--- config.mk ---
export PLATFORM = sky130hd
export DESIGN_NAME = srtf_schedule_simulator
export DESIGN_NICKNAME = d
export VERILOG_FILES = /design/src/sv/srtf_pkg.sv /design/src/sv/srtf_ctrl.sv /design/src/sv/srtf_dp.sv /design/src/sv/srtf_schedule_simulator.sv
export SDC_FILE = /design/constraint.sdc
export NUM_CORES = 1
export LEC_CHECK = 0
export ABC_AREA = 0
export BUFFER_PORTS_ARGS = -buffer_cell sky130_fd_sc_hd__buf_2
export CAP_MARGIN = 20
export CORE_UTILIZATION = 35
export DETAILED_ROUTE_END_ITERATION = 10
export GPL_ROUTABILITY_DRIVEN = 0
export GPL_TIMING_DRIVEN = 0
export SYNTH_ARGS = -nofsm -noshare
export SYNTH_HDL_FRONTEND = slang
export SYNTH_SLANG_ARGS = --single-unit
--- constraint.sdc ---
create_clock -name clk -period 4.3 [get_ports clk]
set_clock_uncertainty 0.1 [all_clocks]
set_input_delay 0.43 -clock clk [delete_from_list [all_inputs] [get_ports clk]]
set_output_delay 0.43 -clock clk [all_outputs]
set_load 0.01 [all_outputs]
--- src/sv/srtf_pkg.sv ---
`timescale 1ns / 1ps
// Shared types and constants for the shortest-remaining-time-first scheduler.
// Used by srtf_ctrl, srtf_dp and the top level srtf_schedule_simulator.
package srtf_pkg;

	localparam int ARR_W      = 12;
	localparam int BUR_W      = 12;
	localparam int ID_W       = 5;
	localparam int TIME_W     = 17;
	localparam int IN_DATA_W  = 24;
	localparam int OUT_DATA_W = 80;

	typedef enum logic [2:0] {
		ST_LOAD,
		ST_SCAN,
		ST_DRAIN,
		ST_UPDATE,
		ST_EMIT_RD,
		ST_EMIT_LD
	} state_t;

	typedef struct packed {
		logic load;
		logic idx_clr;
		logic idx_inc;
		logic scan_rd;
		logic update;
		logic out_load;
		logic run_clr;
	} cmd_t;

	typedef struct packed {
		logic scan_last;
		logic finishing;
		logic emit_last;
		logic out_free;
	} status_t;

endpackage

--- src/sv/srtf_ctrl.sv ---
`timescale 1ns / 1ps
// Controller state machine of the scheduler: loading, per-tick table scans,
// tick updates and record output. Depends on srtf_pkg.
module srtf_ctrl (
	input  logic               clk,
	input  logic               arst_n,
	input  logic               in_valid,
	input  logic               in_last,
	output logic               in_ready,
	input  srtf_pkg::status_t  status,
	output srtf_pkg::cmd_t     cmd
);

	srtf_pkg::state_t state_q;
	srtf_pkg::state_t state_nxt;

	always_ff @(posedge clk or negedge arst_n) begin
		if (!arst_n) begin
			state_q <= srtf_pkg::ST_LOAD;
		end else begin
			state_q <= state_nxt;
		end
	end

	always_comb begin
		state_nxt = state_q;
		unique case (state_q)
			srtf_pkg::ST_LOAD: begin
				if (in_valid && in_last) begin
					state_nxt = srtf_pkg::ST_SCAN;
				end
			end
			srtf_pkg::ST_SCAN: begin
				if (status.scan_last) begin
					state_nxt = srtf_pkg::ST_DRAIN;
				end
			end
			srtf_pkg::ST_DRAIN: begin
				state_nxt = srtf_pkg::ST_UPDATE;
			end
			srtf_pkg::ST_UPDATE: begin
				if (status.finishing) begin
					state_nxt = srtf_pkg::ST_EMIT_RD;
				end else begin
					state_nxt = srtf_pkg::ST_SCAN;
				end
			end
			srtf_pkg::ST_EMIT_RD: begin
				state_nxt = srtf_pkg::ST_EMIT_LD;
			end
			srtf_pkg::ST_EMIT_LD: begin
				if (status.out_free) begin
					if (status.emit_last) begin
						state_nxt = srtf_pkg::ST_LOAD;
					end else begin
						state_nxt = srtf_pkg::ST_EMIT_RD;
					end
				end
			end
			default: begin
				state_nxt = srtf_pkg::ST_LOAD;
			end
		endcase
	end

	always_comb begin
		cmd      = '0;
		in_ready = 1'b0;
		unique case (state_q)
			srtf_pkg::ST_LOAD: begin
				in_ready    = 1'b1;
				cmd.load    = in_valid;
				cmd.idx_clr = in_valid && in_last;
			end
			srtf_pkg::ST_SCAN: begin
				cmd.scan_rd = 1'b1;
				cmd.idx_inc = !status.scan_last;
			end
			srtf_pkg::ST_DRAIN: begin
				cmd = '0;
			end
			srtf_pkg::ST_UPDATE: begin
				cmd.update  = 1'b1;
				cmd.idx_clr = 1'b1;
			end
			srtf_pkg::ST_EMIT_RD: begin
				cmd = '0;
			end
			srtf_pkg::ST_EMIT_LD: begin
				cmd.out_load = status.out_free;
				cmd.idx_inc  = status.out_free && !status.emit_last;
				cmd.run_clr  = status.out_free && status.emit_last;
			end
			default: begin
				cmd = '0;
			end
		endcase
	end

endmodule

--- src/sv/srtf_dp.sv ---
`timescale 1ns / 1ps
// Datapath of the scheduler: process tables, tick counter, minimum search
// and the output register. Driven by srtf_ctrl; depends on srtf_pkg.
module srtf_dp #(
	parameter int MAX_PROCS = 16
) (
	input  logic                             clk,
	input  logic                             arst_n,
	input  srtf_pkg::cmd_t                   cmd,
	output srtf_pkg::status_t                status,
	input  logic [srtf_pkg::IN_DATA_W-1:0]   in_data,
	output logic                             out_valid,
	input  logic                             out_ready,
	output logic [srtf_pkg::OUT_DATA_W-1:0]  out_data,
	output logic                             out_last
);

	localparam int IDX_W    = (MAX_PROCS > 1) ? $clog2(MAX_PROCS) : 1;
	localparam int CNT_W    = $clog2(MAX_PROCS + 1);
	localparam int TICK_MAX = 4095 * (MAX_PROCS + 1);
	localparam int TICK_CW  = $clog2(TICK_MAX + 1);
	localparam int TICK_W   = (TICK_CW > srtf_pkg::TIME_W) ? TICK_CW : srtf_pkg::TIME_W;
	localparam int PAD_W    = srtf_pkg::OUT_DATA_W - srtf_pkg::ID_W - 4 * srtf_pkg::TIME_W;

	logic [srtf_pkg::ARR_W-1:0]  arr_mem  [MAX_PROCS];
	logic [srtf_pkg::BUR_W-1:0]  bur_mem  [MAX_PROCS];
	logic [srtf_pkg::BUR_W-1:0]  rem_mem  [MAX_PROCS];
	logic [srtf_pkg::TIME_W-1:0] resp_mem [MAX_PROCS];
	logic [srtf_pkg::TIME_W-1:0] comp_mem [MAX_PROCS];

	logic [srtf_pkg::ARR_W-1:0]  arr_rd_q;
	logic [srtf_pkg::BUR_W-1:0]  bur_rd_q;
	logic [srtf_pkg::BUR_W-1:0]  rem_rd_q;
	logic [srtf_pkg::TIME_W-1:0] resp_rd_q;
	logic [srtf_pkg::TIME_W-1:0] comp_rd_q;

	logic [CNT_W-1:0]            loaded_q;
	logic [CNT_W-1:0]            done_q;
	logic [TICK_W-1:0]           tick_q;
	logic [IDX_W-1:0]            idx_q;
	logic [IDX_W-1:0]            idx_s1;
	logic                        rd_vld_s1;
	logic [MAX_PROCS-1:0]        started_q;
	logic                        found_q;
	logic [IDX_W-1:0]            pick_q;
	logic [srtf_pkg::BUR_W-1:0]  best_rem_q;
	logic [srtf_pkg::ARR_W-1:0]  best_arr_q;

	logic                        out_vld_q;
	logic [srtf_pkg::OUT_DATA_W-1:0] out_data_q;
	logic                        out_last_q;

	logic [srtf_pkg::ARR_W-1:0]  in_arr;
	logic [srtf_pkg::BUR_W-1:0]  in_bur;
	logic                        store_en;
	logic [IDX_W-1:0]            load_idx;
	logic                        cand;
	logic [IDX_W:0]              id_full;
	logic [srtf_pkg::TIME_W-1:0] tat;
	logic [srtf_pkg::TIME_W-1:0] wait_t;

	assign in_arr   = in_data[srtf_pkg::ARR_W-1:0];
	// A zero burst is served as one tick so that the run always ends.
	assign in_bur   = (in_data[srtf_pkg::ARR_W +: srtf_pkg::BUR_W] == '0) ?
		srtf_pkg::BUR_W'(1) : in_data[srtf_pkg::ARR_W +: srtf_pkg::BUR_W];
	assign store_en = cmd.load && (loaded_q < CNT_W'(MAX_PROCS));
	assign load_idx = IDX_W'(loaded_q);

	// Strict less-than keeps the lowest index on equal remaining times.
	assign cand = rd_vld_s1 && (TICK_W'(arr_rd_q) <= tick_q) && (rem_rd_q != '0) &&
		(!found_q || (rem_rd_q < best_rem_q));

	assign status.scan_last = ((CNT_W'(idx_q) + CNT_W'(1)) == loaded_q);
	assign status.emit_last = ((CNT_W'(idx_q) + CNT_W'(1)) == loaded_q);
	assign status.finishing = found_q && (best_rem_q == srtf_pkg::BUR_W'(1)) &&
		((done_q + CNT_W'(1)) == loaded_q);
	assign status.out_free  = !out_vld_q || out_ready;

	always_ff @(posedge clk) begin
		if (store_en) begin
			arr_mem[load_idx] <= in_arr;
			bur_mem[load_idx] <= in_bur;
		end
		arr_rd_q <= arr_mem[idx_q];
		bur_rd_q <= bur_mem[idx_q];
	end

	always_ff @(posedge clk) begin
		if (store_en) begin
			rem_mem[load_idx] <= in_bur;
		end else if (cmd.update && found_q) begin
			rem_mem[pick_q] <= best_rem_q - srtf_pkg::BUR_W'(1);
		end
		rem_rd_q <= rem_mem[idx_q];
	end

	always_ff @(posedge clk) begin
		if (cmd.update && found_q && !started_q[pick_q]) begin
			resp_mem[pick_q] <= srtf_pkg::TIME_W'(tick_q - TICK_W'(best_arr_q));
		end
		if (cmd.update && found_q && (best_rem_q == srtf_pkg::BUR_W'(1))) begin
			comp_mem[pick_q] <= srtf_pkg::TIME_W'(tick_q + TICK_W'(1));
		end
		resp_rd_q <= resp_mem[idx_q];
		comp_rd_q <= comp_mem[idx_q];
	end

	always_ff @(posedge clk or negedge arst_n) begin
		if (!arst_n) begin
			loaded_q  <= '0;
			done_q    <= '0;
			tick_q    <= '0;
			idx_q     <= '0;
			idx_s1    <= '0;
			rd_vld_s1 <= 1'b0;
			started_q <= '0;
			found_q   <= 1'b0;
			pick_q    <= '0;
		end else begin
			rd_vld_s1 <= cmd.scan_rd;
			idx_s1    <= idx_q;
			if (cmd.idx_clr) begin
				idx_q <= '0;
			end else if (cmd.idx_inc) begin
				idx_q <= idx_q + IDX_W'(1);
			end
			if (store_en) begin
				loaded_q            <= loaded_q + CNT_W'(1);
				started_q[load_idx] <= 1'b0;
			end
			if (cand) begin
				found_q <= 1'b1;
				pick_q  <= idx_s1;
			end
			if (cmd.update) begin
				found_q <= 1'b0;
				tick_q  <= tick_q + TICK_W'(1);
				if (found_q) begin
					started_q[pick_q] <= 1'b1;
					if (best_rem_q == srtf_pkg::BUR_W'(1)) begin
						done_q <= done_q + CNT_W'(1);
					end
				end
			end
			if (cmd.run_clr) begin
				loaded_q  <= '0;
				done_q    <= '0;
				tick_q    <= '0;
				started_q <= '0;
			end
		end
	end

	always_ff @(posedge clk) begin
		if (cand) begin
			best_rem_q <= rem_rd_q;
			best_arr_q <= arr_rd_q;
		end
	end

	// Differences are taken modulo the record field width.
	assign id_full = {1'b0, idx_q} + (IDX_W + 1)'(1);
	assign tat     = comp_rd_q - srtf_pkg::TIME_W'(arr_rd_q);
	assign wait_t  = tat - srtf_pkg::TIME_W'(bur_rd_q);

	always_ff @(posedge clk or negedge arst_n) begin
		if (!arst_n) begin
			out_vld_q <= 1'b0;
		end else if (cmd.out_load) begin
			out_vld_q <= 1'b1;
		end else if (out_ready) begin
			out_vld_q <= 1'b0;
		end
	end

	always_ff @(posedge clk) begin
		if (cmd.out_load) begin
			out_data_q <= {PAD_W'(0), resp_rd_q, wait_t, tat, comp_rd_q,
				srtf_pkg::ID_W'(id_full)};
			out_last_q <= status.emit_last;
		end
	end

	assign out_valid = out_vld_q;
	assign out_data  = out_data_q;
	assign out_last  = out_last_q;

endmodule

--- src/sv/srtf_schedule_simulator.sv ---
`timescale 1ns / 1ps
// Top level of the shortest-remaining-time-first schedule simulator.
// Instantiates srtf_ctrl and srtf_dp; depends on srtf_pkg.
//
// Usage: process descriptors enter on the s_ stream, one transaction per
// cycle while s_tready is high; s_tdata holds arrival and burst, s_tlast
// ends the set. Descriptors beyond MAX_PROCS are dropped. On the last one
// s_tready falls and the block simulates ticks from zero: every tick walks
// the table through one memory read port, then ends in a drain and an update state.
// Then one record per process, in load order, leaves on the m_ stream, with
// m_tlast on the final record; each record is read, then loaded into the
// record register once that register is free. The record register lets
// the last record wait while s_tready is high again and the next set loads.
// Reset empties the table, zeroes the tick and leaves the block ready to
// load. A stalled receiver freezes the record output and the emission of
// further records.
module srtf_schedule_simulator #(
	parameter int MAX_PROCS = 16
) (
	input  logic                             clk,
	input  logic                             arst_n,
	input  logic                             s_tvalid,
	output logic                             s_tready,
	input  logic [srtf_pkg::IN_DATA_W-1:0]   s_tdata,  // arrival[11:0], burst[23:12]
	input  logic                             s_tlast,  // final_entry
	output logic                             m_tvalid,
	input  logic                             m_tready,
	output logic [srtf_pkg::OUT_DATA_W-1:0]  m_tdata,  // process_id[4:0], completion[21:5],
	                                                   // turnaround[38:22], waiting[55:39],
	                                                   // response[72:56], zero[79:73]
	output logic                             m_tlast   // last_record
);

	srtf_pkg::cmd_t    cmd;
	srtf_pkg::status_t status;

	srtf_ctrl u_ctrl (
		.clk      (clk),
		.arst_n   (arst_n),
		.in_valid (s_tvalid),
		.in_last  (s_tlast),
		.in_ready (s_tready),
		.status   (status),
		.cmd      (cmd)
	);

	srtf_dp #(
		.MAX_PROCS (MAX_PROCS)
	) u_dp (
		.clk       (clk),
		.arst_n    (arst_n),
		.cmd       (cmd),
		.status    (status),
		.in_data   (s_tdata),
		.out_valid (m_tvalid),
		.out_ready (m_tready),
		.out_data  (m_tdata),
		.out_last  (m_tlast)
	);

endmodule

==> Yosys cells after proc, flatten, opt, wreduce, memory -nomap -nowiden <==
Memories as Yosys holds them, arrays and structs flattened. A register that Yosys moved wholly into a read port is not among the register bits.
Cells that the tools add are included.
{ "word_totals": {"regBits": 159, "mem_bits_rw": 1120, "input_bits": 29, "word_cells": 133, "n_memories": 5} }
{ "mem_list": {"columns": ["memory", "depth", "width", "read_ports", "rd_clocked_by_memory_dff", "wr", "line_no", "rtl"], "rows": [
  ["u_dp.comp_mem", 16, 17, 1, 1, 1, "srtf_dp.sv:29", "logic [srtf_pkg::TIME_W-1:0] comp_mem [MAX_PROCS];"],
  ["u_dp.resp_mem", 16, 17, 1, 1, 1, "srtf_dp.sv:28", "logic [srtf_pkg::TIME_W-1:0] resp_mem [MAX_PROCS];"],
  ["u_dp.arr_mem", 16, 12, 1, 1, 1, "srtf_dp.sv:25", "logic [srtf_pkg::ARR_W-1:0] arr_mem [MAX_PROCS];"],
  ["u_dp.bur_mem", 16, 12, 1, 1, 1, "srtf_dp.sv:26", "logic [srtf_pkg::BUR_W-1:0] bur_mem [MAX_PROCS];"],
  ["u_dp.rem_mem", 16, 12, 1, 1, 1, "srtf_dp.sv:27", "logic [srtf_pkg::BUR_W-1:0] rem_mem [MAX_PROCS];"]
]} }
{ "op_classes": {"n_addsub": 9, "n_lt_le_gt_ge": 7, "n_eq_ne": 11, "n_mux": 50, "bitwise": 3, "n_reduce_logical": 33} }
{ "op_table": {"columns": ["operator", "n"], "rows": [
  ["two-way mux 16 bit", 4],
  ["subtractor 17 x 12 -> 17 bit", 3],
  ["two-way mux 17 bit", 2],
  ["two-way mux 5 bit", 6],
  ["two-way mux 12 bit", 2],
  ["two-way mux 1 bit", 21],
  ["one-hot mux 3 bit (6 select lines)", 1],
  ["adder 17 x 1 -> 17 bit, second input constant", 1],
  ["less-or-equal comparator 12 x 17 -> 1 bit", 1],
  ["bitwise AND 16 bit", 1],
  ["inverter 16 bit", 1],
  ["OR 16 bit", 1],
  ["two-way mux 3 bit", 5],
  ["logical AND 1 bit", 14],
  ["nonzero test 2 bit", 7],
  ["== test 12 x 1 -> 1 bit, second input constant", 1],
  ["zero test 12 bit", 1],
  ["less-than comparator 12 bit", 1],
  ["two-way mux 4 bit", 3],
  ["nonzero test 12 bit", 1],
  ["OR reduction 12 bit", 1],
  ["subtractor 12 x 1 -> 12 bit, second input constant", 1],
  ["adder 5 x 1 -> 5 bit, second input constant", 2],
  ["== test 5 bit", 2],
  ["other kinds (17)", 30]
]} }

==> Logic depth before layout (Yosys ltp) <==
{ "logic_depth": {"ltp_word": 11, "ltp_mapped": 16, "mapped_depth_nobuf": 16} }

==> Cells and area by module <==
Synthesis repeated with hierarchy kept, for this count alone.
{ "hier_totals": {"cells_unflattened": 2619, "area_unflattened_um2": 53005.8} }
{ "by_module_without_submodules": {"columns": ["module", "instances", "cells_each", "area_each_um2"], "rows": [
  ["srtf_dp", 1, 2592, 52756.8],
  ["srtf_ctrl", 1, 27, 249.0]
]} }

==> Worst setup path after synthesis <==
OpenSTA, ideal clock, no wires.
{ "synth_timing": {"kind": "register -> register", "from": "register u_ctrl.state_q[1]", "to": "register u_dp.out_data_q (netlist bit u_dp.out_data[0]) (enable)", "setup_ns": 0.507, "t_arrival_ns": 3.912, "required_time_ns": 3.693, "setup_slack_ns": -0.219, "path_stages_with_launch": 5, "period_less_slack_ns": 4.519, "cell_sequence": "dfrtp_1 > buf_2 > nor2b_1 > nand2_1 > nor2_1"} }
{ "synth_lines": {"columns": ["element", "line_no", "rtl"], "rows": [
  ["start, declared", "srtf_ctrl.sv:14", "srtf_pkg::state_t state_q;"],
  ["start signal, assigned", "srtf_ctrl.sv:19", "state_q <= srtf_pkg::ST_LOAD;"],
  ["start signal, assigned", "srtf_ctrl.sv:21", "state_q <= state_nxt;"],
  ["end signal, assigned", "srtf_dp.sv:178", "out_data_q <= {PAD_W'(0), resp_rd_q, wait_t, tat, comp_rd_q,"],
  ["end, declared", "srtf_dp.sv:50", "logic [srtf_pkg::OUT_DATA_W-1:0] out_data_q;"]
]} }

==> Worst setup path after layout <==
{ "layout_timing": {"from": "register u_dp.comp_rd_q[0] in the netlist's numbering (read register of u_dp.comp_mem)", "to": "register u_dp.out_data_q (netlist bit u_dp.out_data[54]), data pin"} }
{ "layout_via": {"elab_chain_len": 2} }
{ "layout_rtl": {"columns": ["element", "line_no", "rtl"], "rows": [
  ["start, declared", "srtf_dp.sv:35", "logic [srtf_pkg::TIME_W-1:0] comp_rd_q;"],
  ["subtractor 17 x 12 -> 17 bit", "srtf_dp.sv:163", "assign tat = comp_rd_q - srtf_pkg::TIME_W'(arr_rd_q);"],
  ["via u_dp.tat (one bit)", "srtf_dp.sv:59", "logic [srtf_pkg::TIME_W-1:0] tat;"],
  ["subtractor 17 x 12 -> 17 bit", "srtf_dp.sv:164", "assign wait_t = tat - srtf_pkg::TIME_W'(bur_rd_q);"],
  ["via u_dp.wait_t (one bit)", "srtf_dp.sv:60", "logic [srtf_pkg::TIME_W-1:0] wait_t;"]
]} }
The timed path passes the listed nets, and every way through them passes these cells.
A chain may end at the register's enable or synchronous reset.

==> metrics.md <==
| Metric | Value |
|---|---|
| Pre-CTS setup slack | `-163.3 ps` |
| Reg clk slew, reported paths | `approximately 60 ps` |
| Starting density of the core | `a little over a third` |
| Drt wl/cell | `25.77 µm` |
| WP data required | `4690 ps` |
| Die width | `~400 µm` |
| Max-slew violation count | `0` |
| Root Buffer | `clkbuf_16` |
| Worst-case clock buffer depth | `3` |
| Async SR Flop Fraction | `under 10%` |
| RSZ-0062 raised after global routing | `no` |
| Final setup fails | `0` |
| DR iter-0 viols | `around 2800` |
| DRT Pass-1 Iters | `8` |
| Post-route cell area | `between 0.06 and 0.07 mm²` |
| CTS tree | `done` |
| First-pass GRT wire length | `about 190 mm` |
| Slew of the pin with the lowest slew margin | `1203 ps` |
| Max cap viols | `0` |
| Crit-path max FO | `5` |
| Post-DP HPWL | `approximately 90 mm` |
| Worst EP arrival | `around 4500 ps` |
| Lkg Pwr | `about 21 nW` |
| Final hold violations | `0` |
| GRT overflow | `0` |
| Layout cells sized above 1 | `29.58%` |
| CP Launch Type | `flop` |
| Post-Syn Area per Cell | `20.19 µm²` |
| H-tree Lvls | `4` |
| Total negative setup slack | `0 ps` |
| Skew-Pair Late Insertion Delay | `around 770 ps` |
| Synthesized area | `about 0.053 mm²` |
| Syn Inst Count | `roughly 2600` |
| IO Port Bufs | `roughly 100` |
| Initial antenna violation count | `12` |
| DIE HEIGHT | `roughly 390 µm` |
| Status | `finished, final reports clean` |
| Via Count | `roughly 27000` |
| Period utilisation layout | `between 90% and 100%` |
| Final instance count without filler cells | `5151` |
| Total CTS buffers | `~140` |
| Placed cell count | `around 5000` |
| Placement Cell Area | `about 0.058 mm²` |
| Min Clock Period, post-route | `between 4000 and 5000 ps` |
| Core Footprint | `between 0.15 and 0.2 mm²` |
| Vias in the first global route | `roughly 27000` |
| GRT Overall Usage | `~17%` |
| Yosys warning total | `0` |
| Fin nets | `a little over 3000` |
| Area Growth Syn to Fin | `18.63%` |
| I/O pin cnt | `between 100 and 150` |
| Total Wirelength | `132.7 mm` |
| Largest net degree at the start of global routing | `62` |
| Die area | `0.1537 mm²` |
| Number of cell rows | `142` |
| Seq/Total Area, Yosys | `74.20%` |
| Post-route worst setup slack | `~200 ps` |
| P per Cell Area | `just under 800 mW/mm²` |
| Antenna-violating nets left | `0` |
| Hold/Removal Path Class | `in -> reg` |
| Maximum clock rate | `around 240 MHz` |
| VDD IR max | `between 0.0005 and 0.0006 V` |
| Worst slew margin | `between 10% and 20%` |
| Synth Register Bits | `between 1000 and 1500` |
| Synth unique cells | `78` |
| Post-synth EDFFs | `~1200` |
| DRC viols | `0` |
| DR vias/cell | `5.205` |
| Sink Count | `approximately 1300` |
| Crit Path Category | `reg -> reg` |
| Worst Setup End Kind | `flop` |
| Top FF cell, synth | `edfxtp_1` |
worst max-delay path, cell delays in order, from the launching register on:
cell	delay, ps
dfxtp_1	380
inv_1	190
ha_2	250
inv_1	60
fa_1	440
a211oi_2	290
o21bai_1	110
a21oi_1	180
xnor2_1	180
ha_1	340
a21o_1	210
a21o_1	180
a21o_1	190
nor4_2	260
nor3_2	70
buf_4	150
nor4_2	170
xnor2_1	90
through the flow:
stage	util (%)	hold slack [ps]	total power, mW
floorplan	-	34.41	30.57
global placement	37.41	288.4	36.23
detailed placement	38.61	289.5	37.03
CTS	41.83	80.04	49.28
global route	41.97	159.5	51.60
finish	41.97	121.6	49.36
synthesized netlist by cell type (3+ instances only):
cell	instances	area (µm²)
a2111oi_0	3	26.28
a211oi_1	8	60.06
a21o_1	22	165.2
a21oi_1	54	270.3
a31oi_1	10	62.56
and2_1	4	25.02
and3_1	13	81.33
buf_1	12	45.04
buf_2	40	200.2
buf_4	14	105.1
buf_6	3	33.78
clkbuf_1	62	232.7
dfrtp_1	61	1526
dfxtp_1	70	1401
edfxtp_1	1218	36580
fa_1	3	60.06
ha_1	68	850.8
inv_1	84	315.3
mux2_4	4	60.06
mux4_2	355	7995
nand2_1	79	296.5
nand2b_1	7	43.79
nand3_1	36	180.2
nand4_1	12	75.07
nor2_1	127	476.7
nor2b_1	13	81.33
nor3_1	17	85.08
nor3_2	4	40.04
nor3b_1	3	22.52
nor4_1	11	68.82
o2111ai_1	4	35.03
o211ai_1	5	37.54
o21a_1	6	45.04
o21ai_0	52	260.3
or3_1	4	25.02
xnor2_1	70	613.1
xor2_1	25	219.0
where the power goes:
group	internal (mW)	total, mW	switching (mW)
registers	18.2	19.3	1.14
logic	7.34	17.9	10.5
clock network	7.16	12.2	5.03
timing repair:
action	4_1_cts	5_1_grt
setup endpoints to repair	4	5
cloned	0	0
pin swaps	0	2
hold endpoints to repair	255	0
hold buffers	16	0
resized for setup	3	9
setup buffers	0	1
layout by cell type, fill, tap and decap left out, types with 10 or more instances in the layout:
master	instances
nor4_1	10
clkinv_2	12
buf_1	12
clkinv_1	20
buf_8	33
o21ai_0	45
inv_1	84
nand2_1	79
bufinv_16	11
dfrtp_1	61
and3_1	13
nor2_4	21
edfxtp_1	1218
clkbuf_16	143
dfxtp_1	68
a21o_1	22
buf_16	30
nor2_1	70
buf_4	53
nor3_1	16
nor2_2	38
nor2b_1	13
clkbuf_1	100
ha_1	67
clkbuf_8	20
dlygate4sd3_1	16
xnor2_1	69
a21oi_1	54
nand4_1	12
mux4_2	355
a31oi_1	10
nand3_1	36
buf_2	146
xor2_1	24
cells by family after synthesis:
group,count (synthesis),synth area share [%]
buffers and inverters,217,1.765
and+or+nand+nor,349,3.175
muxes,361,15.17
xor gates and xnor gates,98,1.666
AOI/OAI and AO/OA,191,2.301
adders and majority gates,71,1.711
DFF,1349,74.20
other,1,0.007044
final timing paths:
| kind | to | slack [ps] | startpoint | depth (start not counted) |
|---|---|---|---|---|
| max | u_dp.out_data[54]$_DFFE_PP_ | 200 | u_dp.comp_rd_q[0]$_DFF_P_ | 17 |
| min | u_dp.idx_q[2]$_DFFE_PN0P_ | 120 | s_tlast | 4 |
| max reg2reg | u_dp.out_data[54]$_DFFE_PP_ | 200 | u_dp.comp_rd_q[0]$_DFF_P_ | 17 |
| min reg2reg | u_dp.out_data[70]$_DFFE_PP_ | 300 | u_dp.resp_rd_q[14]$_DFF_P_ | 0 |
| max in group asynchronous | u_dp.loaded_q[3]$_DFFE_PN0P_ | 3220 | arst_n | 2 |
| min in group asynchronous | u_dp.tick_q[16]$_DFFE_PN0P_ | 310 | arst_n | 2 |
routing by layer:
| metal | GRT usage (%) | wire length [µm] |
|---|---|---|
| met5 | 0 | 56 |
| met4 | 4.680 | 2984 |
| met3 | 3.438 | 8992 |
| met2 | 27.65 | 63000 |
| met1 | 24.19 | 57690 |
layout make-up:
class,count,area (µm²)
clock buffers,200,3983
repair buffers,231,2395
clock inverters,60,683.2
flip-flops and latches,1349,39510
diodes,1,2.502
inverters,86,322.8
multi-input cells,1077,13120
fillers,13078,87330
well taps,2016,2522
plain buffers,131,616.8
state kept, by name, indices dropped and copies added, names as in the netlist, 3 cells and up:
signal / cells
u_dp.idx_s1: 4
u_dp.loaded_q: 5
u_dp.started_q: 16
u_dp.bur_rd_q: 12
u_ctrl.state_q: 3
u_dp.out_data: 73
u_dp.arr_mem: 192
u_dp.idx_q: 4
u_dp.rem_rd_q: 12
u_dp.done_q: 5
u_dp.bur_mem: 192
u_dp.comp_rd_q: 17
u_dp.resp_rd_q: 17
u_dp.best_arr_q: 12
u_dp.best_rem_q: 12
u_dp.rem_mem: 192
u_dp.arr_rd_q: 12
u_dp.resp_mem: 272
u_dp.pick_q: 4
u_dp.tick_q: 17
u_dp.comp_mem: 272
(Power assumes the default switching activity.)
